$ cat src/hdl/dhfk_pkg.sv
// Shared types, constants and rounding helper for the DH forward kinematics block.
// No dependencies.
package dhfk_pkg;

    localparam int ANG_W      = 17;
    localparam int CFG_W      = 16;
    localparam int CFG_IDX_W  = 4;
    localparam int POS_W      = 19;
    localparam int TRIG_W     = 18;
    localparam int XY_W       = 20;
    localparam int Z_W        = 25;
    localparam int WRAP_W     = 16;
    localparam int REST_W     = 14;
    localparam int PT_W       = 32;
    localparam int PROD_W     = PT_W + TRIG_W;
    localparam int TRIG_FRAC  = 16;
    localparam int POS_FRAC   = 8;

    localparam int CORDIC_STEPS = 16;
    localparam int TRIG_LAT     = CORDIC_STEPS + 3;
    localparam int JOINT_LAT    = 4;
    localparam int PIPE_LAT     = TRIG_LAT + 3 * JOINT_LAT + 1;

    localparam logic signed [XY_W-1:0]  CORDIC_GAIN = 20'sd39797;
    localparam logic signed [XY_W-1:0]  TRIG_ONE    = 20'sd65536;
    localparam logic signed [PT_W-1:0]  POS_LIMIT   = 32'sd196608;

    localparam logic signed [Z_W-1:0] ATAN [CORDIC_STEPS] = '{
        25'sd4500000, 25'sd2656505, 25'sd1403624, 25'sd712502,
        25'sd357633,  25'sd178991,  25'sd89517,   25'sd44761,
        25'sd22381,   25'sd11191,   25'sd5595,    25'sd2798,
        25'sd1399,    25'sd699,     25'sd350,     25'sd175
    };

    typedef enum logic [CFG_IDX_W-1:0] {
        REG_OFFSET_ONE   = 4'd0,
        REG_OFFSET_TWO   = 4'd1,
        REG_OFFSET_THREE = 4'd2,
        REG_LENGTH_ONE   = 4'd3,
        REG_LENGTH_TWO   = 4'd4,
        REG_LENGTH_THREE = 4'd5,
        REG_TWIST_ONE    = 4'd6,
        REG_TWIST_TWO    = 4'd7
    } cfg_reg_t;

    typedef enum logic [1:0] {
        QUAD_0 = 2'd0,
        QUAD_1 = 2'd1,
        QUAD_2 = 2'd2,
        QUAD_3 = 2'd3
    } quad_t;

    typedef struct packed {
        logic signed [TRIG_W-1:0] c;
        logic signed [TRIG_W-1:0] s;
    } trig_t;

    typedef struct packed {
        logic signed [PT_W-1:0] x;
        logic signed [PT_W-1:0] y;
        logic signed [PT_W-1:0] z;
    } point_t;

    // floor((prod + 2^15) / 2^16), result kept to the point width
    function automatic logic signed [PT_W-1:0] tmul_round(
        input logic signed [PROD_W-1:0] prod
    );
        logic signed [PROD_W-1:0] t;
        t = prod + $signed({{(PROD_W-TRIG_FRAC){1'b0}}, 1'b1, {(TRIG_FRAC-1){1'b0}}});
        return t[PT_W+TRIG_FRAC-1:TRIG_FRAC];
    endfunction

endpackage

$ cat src/hdl/dhfk_trig.sv
// Pipelined cosine/sine: angle wrap, quadrant split, 16-stage rotation CORDIC.
// Depends on dhfk_pkg.
module dhfk_trig (
    input  logic                                aclk,
    input  logic                                en,
    input  logic signed [dhfk_pkg::ANG_W-1:0]   angle,
    output dhfk_pkg::trig_t                     cs
);

    logic signed [dhfk_pkg::ANG_W+1:0]  shifted;
    logic [dhfk_pkg::WRAP_W-1:0]        wrap_next, wrap_reg;
    logic [dhfk_pkg::REST_W-1:0]        rest_next;
    dhfk_pkg::quad_t                    quad_next;
    logic signed [dhfk_pkg::Z_W-1:0]    z0_next;
    logic signed [dhfk_pkg::XY_W-1:0]   x_reg [dhfk_pkg::CORDIC_STEPS+1];
    logic signed [dhfk_pkg::XY_W-1:0]   y_reg [dhfk_pkg::CORDIC_STEPS+1];
    logic signed [dhfk_pkg::Z_W-1:0]    z_reg [dhfk_pkg::CORDIC_STEPS+1];
    dhfk_pkg::quad_t                    quad_reg [dhfk_pkg::CORDIC_STEPS+1];
    logic signed [dhfk_pkg::TRIG_W-1:0] cc, ss;
    dhfk_pkg::trig_t                    cs_next, cs_reg;

    function automatic logic signed [dhfk_pkg::TRIG_W-1:0] clamp_trig(
        input logic signed [dhfk_pkg::XY_W-1:0] v
    );
        logic signed [dhfk_pkg::XY_W-1:0] r;
        if (v > dhfk_pkg::TRIG_ONE) begin
            r = dhfk_pkg::TRIG_ONE;
        end else if (v < -dhfk_pkg::TRIG_ONE) begin
            r = -dhfk_pkg::TRIG_ONE;
        end else begin
            r = v;
        end
        return r[dhfk_pkg::TRIG_W-1:0];
    endfunction

    // wrap into [0, 36000): bias by two turns, then take off 0..3 turns
    always_comb begin
        shifted = 19'(angle) + 19'sd72000;
        if (shifted >= 19'sd108000) begin
            wrap_next = dhfk_pkg::WRAP_W'(shifted - 19'sd108000);
        end else if (shifted >= 19'sd72000) begin
            wrap_next = dhfk_pkg::WRAP_W'(shifted - 19'sd72000);
        end else if (shifted >= 19'sd36000) begin
            wrap_next = dhfk_pkg::WRAP_W'(shifted - 19'sd36000);
        end else begin
            wrap_next = dhfk_pkg::WRAP_W'(shifted);
        end
    end

    always_comb begin
        if (wrap_reg >= 16'd27000) begin
            quad_next = dhfk_pkg::QUAD_3;
            rest_next = dhfk_pkg::REST_W'(wrap_reg - 16'd27000);
        end else if (wrap_reg >= 16'd18000) begin
            quad_next = dhfk_pkg::QUAD_2;
            rest_next = dhfk_pkg::REST_W'(wrap_reg - 16'd18000);
        end else if (wrap_reg >= 16'd9000) begin
            quad_next = dhfk_pkg::QUAD_1;
            rest_next = dhfk_pkg::REST_W'(wrap_reg - 16'd9000);
        end else begin
            quad_next = dhfk_pkg::QUAD_0;
            rest_next = dhfk_pkg::REST_W'(wrap_reg);
        end
        z0_next = $signed({1'b0, 24'(rest_next) * 24'd1000});
    end

    always_ff @(posedge aclk) begin
        if (en) begin
            wrap_reg    <= wrap_next;
            x_reg[0]    <= dhfk_pkg::CORDIC_GAIN;
            y_reg[0]    <= '0;
            z_reg[0]    <= z0_next;
            quad_reg[0] <= quad_next;
        end
    end

    for (genvar k = 0; k < dhfk_pkg::CORDIC_STEPS; k++) begin : g_cordic
        always_ff @(posedge aclk) begin
            if (en) begin
                if (!z_reg[k][dhfk_pkg::Z_W-1]) begin
                    x_reg[k+1] <= x_reg[k] - (y_reg[k] >>> k);
                    y_reg[k+1] <= y_reg[k] + (x_reg[k] >>> k);
                    z_reg[k+1] <= z_reg[k] - dhfk_pkg::ATAN[k];
                end else begin
                    x_reg[k+1] <= x_reg[k] + (y_reg[k] >>> k);
                    y_reg[k+1] <= y_reg[k] - (x_reg[k] >>> k);
                    z_reg[k+1] <= z_reg[k] + dhfk_pkg::ATAN[k];
                end
                quad_reg[k+1] <= quad_reg[k];
            end
        end
    end

    always_comb begin
        cc = clamp_trig(x_reg[dhfk_pkg::CORDIC_STEPS]);
        ss = clamp_trig(y_reg[dhfk_pkg::CORDIC_STEPS]);
        unique case (quad_reg[dhfk_pkg::CORDIC_STEPS])
            dhfk_pkg::QUAD_0: begin
                cs_next.c = cc;
                cs_next.s = ss;
            end
            dhfk_pkg::QUAD_1: begin
                cs_next.c = -ss;
                cs_next.s = cc;
            end
            dhfk_pkg::QUAD_2: begin
                cs_next.c = -cc;
                cs_next.s = -ss;
            end
            default: begin
                cs_next.c = ss;
                cs_next.s = -cc;
            end
        endcase
    end

    always_ff @(posedge aclk) begin
        if (en) begin
            cs_reg <= cs_next;
        end
    end

    assign cs = cs_reg;

endmodule

$ cat config.mk
export PLATFORM = sky130hd
export DESIGN_NAME = dhfk_trig
export DESIGN_NICKNAME = d
export VERILOG_FILES = /design/src/hdl/dhfk_pkg.sv /design/src/hdl/dhfk_trig.sv
export SDC_FILE = /design/constraint.sdc
export NUM_CORES = 2
export LEC_CHECK = 0
export BUFFER_PORTS_ARGS = -buffer_cell sky130_fd_sc_hd__buf_2
export CORE_ASPECT_RATIO = 1.4
export CORE_MARGIN = 2
export CORE_UTILIZATION = 55
export DETAILED_ROUTE_END_ITERATION = 10
export PLACE_DENSITY = 0.71
export RECOVER_POWER = 100
export SYNTH_ARGS = -nofsm -noshare
export SYNTH_HDL_FRONTEND = slang
export SYNTH_SLANG_ARGS = --single-unit
$ cat constraint.sdc
create_clock -name aclk -period 8.48 [get_ports aclk]
set_input_delay 0.424 -clock aclk [delete_from_list [all_inputs] [get_ports aclk]]
set_output_delay 0.424 -clock aclk [all_outputs]
set_load 0.1 [all_outputs]
==> results summary <==
The run finished, with violations left. The checks that failed: capacitance limit, slew limit. The number of warning messages in the yosys log came out at 0. The overall global routing resource usage came out at 0.2376. The cell depth of the worst flop-to-flop path is 23. The multi-input combinational cell area came out at approximately 48000 µm². The initial cell density of the core came out at 0.5533.

After synthesis, the cell types taking the most area are sky130_fd_sc_hd__edfxtp_1, sky130_fd_sc_hd__ha_1, sky130_fd_sc_hd__xnor2_1. Synthesis instantiated 97 different standard cells from the library. The core outline area is 144100 µm². Of the post-synthesis cell area, the dominant cell type holds 0.3770. Dividing the synthesized area by the synthesized cell count gives approximately 10 µm². The post-route antenna net violation count came out at 0. The flip-flop count of the largest register after layout is 354. The top cell types in the final layout, fill and taps aside, are sky130_fd_sc_hd__edfxtp_1, sky130_fd_sc_hd__ha_1, sky130_fd_sc_hd__xnor2_1, sky130_fd_sc_hd__a21oi_1, sky130_fd_sc_hd__nor2_1. In the final routed layout, each cell accounts on average for ~18 µm. The cell area after placement is a little over 80000 µm². The critical path required time is 8.96 ns. For this run, the post-layout net count is 9111. In this run the tightest slew margin relative to its limit is -1.428. The TritonCTS clock tree is built. The via density per instance came out at around 6. The compound-cell area share of the yosys netlist came out at 0.1759. Counting every instance in the synthesized netlist gives 7956. The worst setup path is of the in -> reg kind.

The number of antenna diodes in the final layout is 0. The endpoint of the worst-slack reg-to-reg timing path is z_reg[0][22]$_DFFE_PP_. The area share of xor/xnor cells in the synthesized design came out at 0.1121. The max capacitance violation total came out at 18.

The aggregate global routing overflow came out at 0. The post-synthesis share of cell area spent on full adders, half adders and majority gates came out at 0.1700. By area, the combinational part of the netlist is dominated by compound AO/OA/AOI/OAI gates.

The worst hold path belongs to the class in -> reg. Leaving out fill and tap cells, the most frequent cell in the layout is sky130_fd_sc_hd__edfxtp_1. The H-tree depth is 3.

The post-DP HPWL is about 140 mm. CTS placed an instance of sky130_fd_sc_hd__clkbuf_16 at the clock tree root. The number of clock buffers inserted by TritonCTS came out at approximately 100. The shortest period the worst path allows came out at approximately 7.7 ns. For the worst setup path, the data arrival time is 8.20 ns. The worst-case register-to-register setup slack is approximately 0.79 ns.

The CTS clock-pin slew for the worst setup and hold paths came out at roughly 0.06 ns. The number of fill cells is 12350. The total negative slack came out at 0 ns. The die is 454.5 µm tall. The post-CTS setup buffer count came out at 0. The mux share of post-synthesis cell area came out at 0.01299. The hold-fix buffer count after cts is 5.

In the routed design, unresolved DRC markers number 0. The maximum fanout along the worst path is 36. The cell row count came out at between 150 and 200. The synthesized cell area is between 70000 and 80000 µm². Setup repair after global routing left no endpoint under its margin.

Among all flip-flop cells after synthesis, the most frequent one is sky130_fd_sc_hd__edfxtp_1. The clock insertion delay at the later pin of the skew report came out at around 0.75 ns. The number of clock sinks is approximately 1000.

The final number of max-transition violations is between 700 and 800. The number of flops mapped to enable cells by yosys is ~1000. STA classifies the critical path endpoint as a flop. The count of input and output buffers came out at 54.

On the final layout, the worst clock skew is around 0.033 ns. The footprint of the flip-flops and latches is around 30000 µm². For this run, the share of the core covered by cells in the final layout is 0.5945. The total number of vias came out at 59600. The number of synthesized register bits came out at 1001. In this run the most critical hold path is launched from angle[5]. The worst setup path is launched from a primary input.

The slew at the pin with the worst max-slew slack is ~3.6 ns. The number of ports placed on the die boundary came out at 55. The share of the clock period used by the worst path came out at 0.9093.

Of the cells placed in the final design, the portion with a size suffix greater than 1 is 0.03808. The first detailed-routing pass ran for 6 iterations. The maximum number of pins on one net before global-route repair is around 150. The number of global-route vias before repair was a little under 60000. The horizontal die dimension is between 300 and 400 µm. The launching point of the worst reg2reg path is wrap_reg[4]$_DFFE_PP_. The number of gates resized after CTS was 0.

The number of failing hold endpoints at the final stage is 0. The die area came out at between 100000 and 150000 µm². Of the total synthesized cell area, the portion taken by AND, OR, NAND and NOR gates is 0.1254.

The worst hold path depth came out at 2. The number of buffers between clock root and the deepest sink is 3. The terminating pin of the worst hold path is wrap_reg[5]$_DFFE_PP_. The synthesis-to-finish area growth is 7.446%. Setup violations remaining at the end of the flow were counted as 0. The initial antenna violation count was 0. The final non-filler cell area came out at 85670 µm². The share of async-settable or async-resettable flops after synthesis is 0.

The congestion estimate from routability-driven global placement came to ~0.93. The share of synthesized area occupied by flip-flops and latches came out at 0.3770. The synthesized design spends more area on one cell type than any other, namely sky130_fd_sc_hd__edfxtp_1.

The number of design-rule violations left by the first detailed-router iteration is between 3000 and 4000. The first global-routing pass estimated 289.1 mm of wire. The top achievable clock speed is 129.7 MHz.

For this block, the routed nets add up to between 150 and 200 mm of wire.
per-stage QoR:
| stage | setup slack [ns] | instances | hold WS [ns] |
|---|---|---|---|
| global route | 0.1827 | 10060 | 0.1226 |
| finish | 0.7694 | 10060 | 0.1139 |
| global placement | 0.8442 | 9866 | 0.4032 |
| floorplan | 1.992 | 7958 | 0.4003 |
| CTS | 0.8477 | 10060 | 0.05209 |
| detailed placement | 0.8688 | 9866 | 0.4045 |
area by class of cell:
class	count	share of cell area
multi-input cells	6396	0.5546
flip-flops and latches	1001	0.3509
clock buffers	134	0.03268
well taps	1920	0.02804
inverters	440	0.01928
clock inverters	55	0.007726
repair buffers	114	0.006776
cells in the mapped netlist (68+ instances only):
| master | instances |
|---|---|
| sky130_fd_sc_hd__a211oi_1 | 76 |
| sky130_fd_sc_hd__a21o_1 | 217 |
| sky130_fd_sc_hd__a21oi_1 | 693 |
| sky130_fd_sc_hd__clkbuf_1 | 98 |
| sky130_fd_sc_hd__edfxtp_1 | 1001 |
| sky130_fd_sc_hd__fa_1 | 81 |
| sky130_fd_sc_hd__ha_1 | 954 |
| sky130_fd_sc_hd__inv_1 | 431 |
| sky130_fd_sc_hd__nand2_1 | 476 |
| sky130_fd_sc_hd__nand2b_1 | 127 |
| sky130_fd_sc_hd__nand3_1 | 130 |
| sky130_fd_sc_hd__nor2_1 | 668 |
| sky130_fd_sc_hd__nor2b_1 | 101 |
| sky130_fd_sc_hd__nor3_1 | 268 |
| sky130_fd_sc_hd__o21a_1 | 166 |
| sky130_fd_sc_hd__o21ai_0 | 357 |
| sky130_fd_sc_hd__o21bai_1 | 87 |
| sky130_fd_sc_hd__o31ai_1 | 89 |
| sky130_fd_sc_hd__or3_1 | 68 |
| sky130_fd_sc_hd__xnor2_1 | 733 |
| sky130_fd_sc_hd__xor2_1 | 281 |
worst max-delay path by stage:
stage | startpoint | to
global placement | wrap_reg[4]$_DFFE_PP_ | z_reg[0][22]$_DFFE_PP_
detailed placement | wrap_reg[4]$_DFFE_PP_ | z_reg[0][22]$_DFFE_PP_
floorplan | wrap_reg[4]$_DFFE_PP_ | z_reg[0][22]$_DFFE_PP_
CTS | wrap_reg[4]$_DFFE_PP_ | z_reg[0][22]$_DFFE_PP_
finish | en | y_reg[7][18]$_DFFE_PP_
global route | en | x_reg[12][19]$_DFFE_PP_
kinds of logic (layout without fill, tap and decap cells):
| family | after synthesis | count (layout) |
|---|---|---|
| and+or+nand+nor | 2110 | 2110 |
| buffers and inverters | 561 | 743 |
| xor gates and xnor gates | 1017 | 1017 |
| muxes | 73 | 73 |
| DFF | 1001 | 1001 |
| other | 2 | 4 |
| adders and majority gates | 1035 | 1035 |
| AOI/OAI and AO/OA | 2157 | 2157 |
per-layer routing:
layer  vias up  global-route usage  routed length (µm)
li1      29650                   -                   -
met1     28400              0.2470               67850
met2      1092              0.4682               97310
met3       447             0.02069                4967
met4         0              0.1254                9541
met5         -                   0                   0
worst max-delay path: stages:
cell	delay (ns)
sky130_fd_sc_hd__clkbuf_1	2.28
sky130_fd_sc_hd__clkbuf_1	1.22
sky130_fd_sc_hd__nand2_1	0.10
sky130_fd_sc_hd__clkbuf_1	0.77
sky130_fd_sc_hd__clkinv_1	0.16
sky130_fd_sc_hd__buf_4	0.42
sky130_fd_sc_hd__mux2i_1	0.22
sky130_fd_sc_hd__fa_1	0.46
sky130_fd_sc_hd__a21o_1	0.20
sky130_fd_sc_hd__a21oi_1	0.22
sky130_fd_sc_hd__nor2b_1	0.08
sky130_fd_sc_hd__o21a_1	0.20
sky130_fd_sc_hd__o41a_1	0.38
sky130_fd_sc_hd__a211o_1	0.30
sky130_fd_sc_hd__a41oi_1	0.28
sky130_fd_sc_hd__a21oi_1	0.14
sky130_fd_sc_hd__xor2_1	0.15
Power is not shown: default switching activity piles up to over one toggle a cycle in this logic, so the estimate is an artifact.
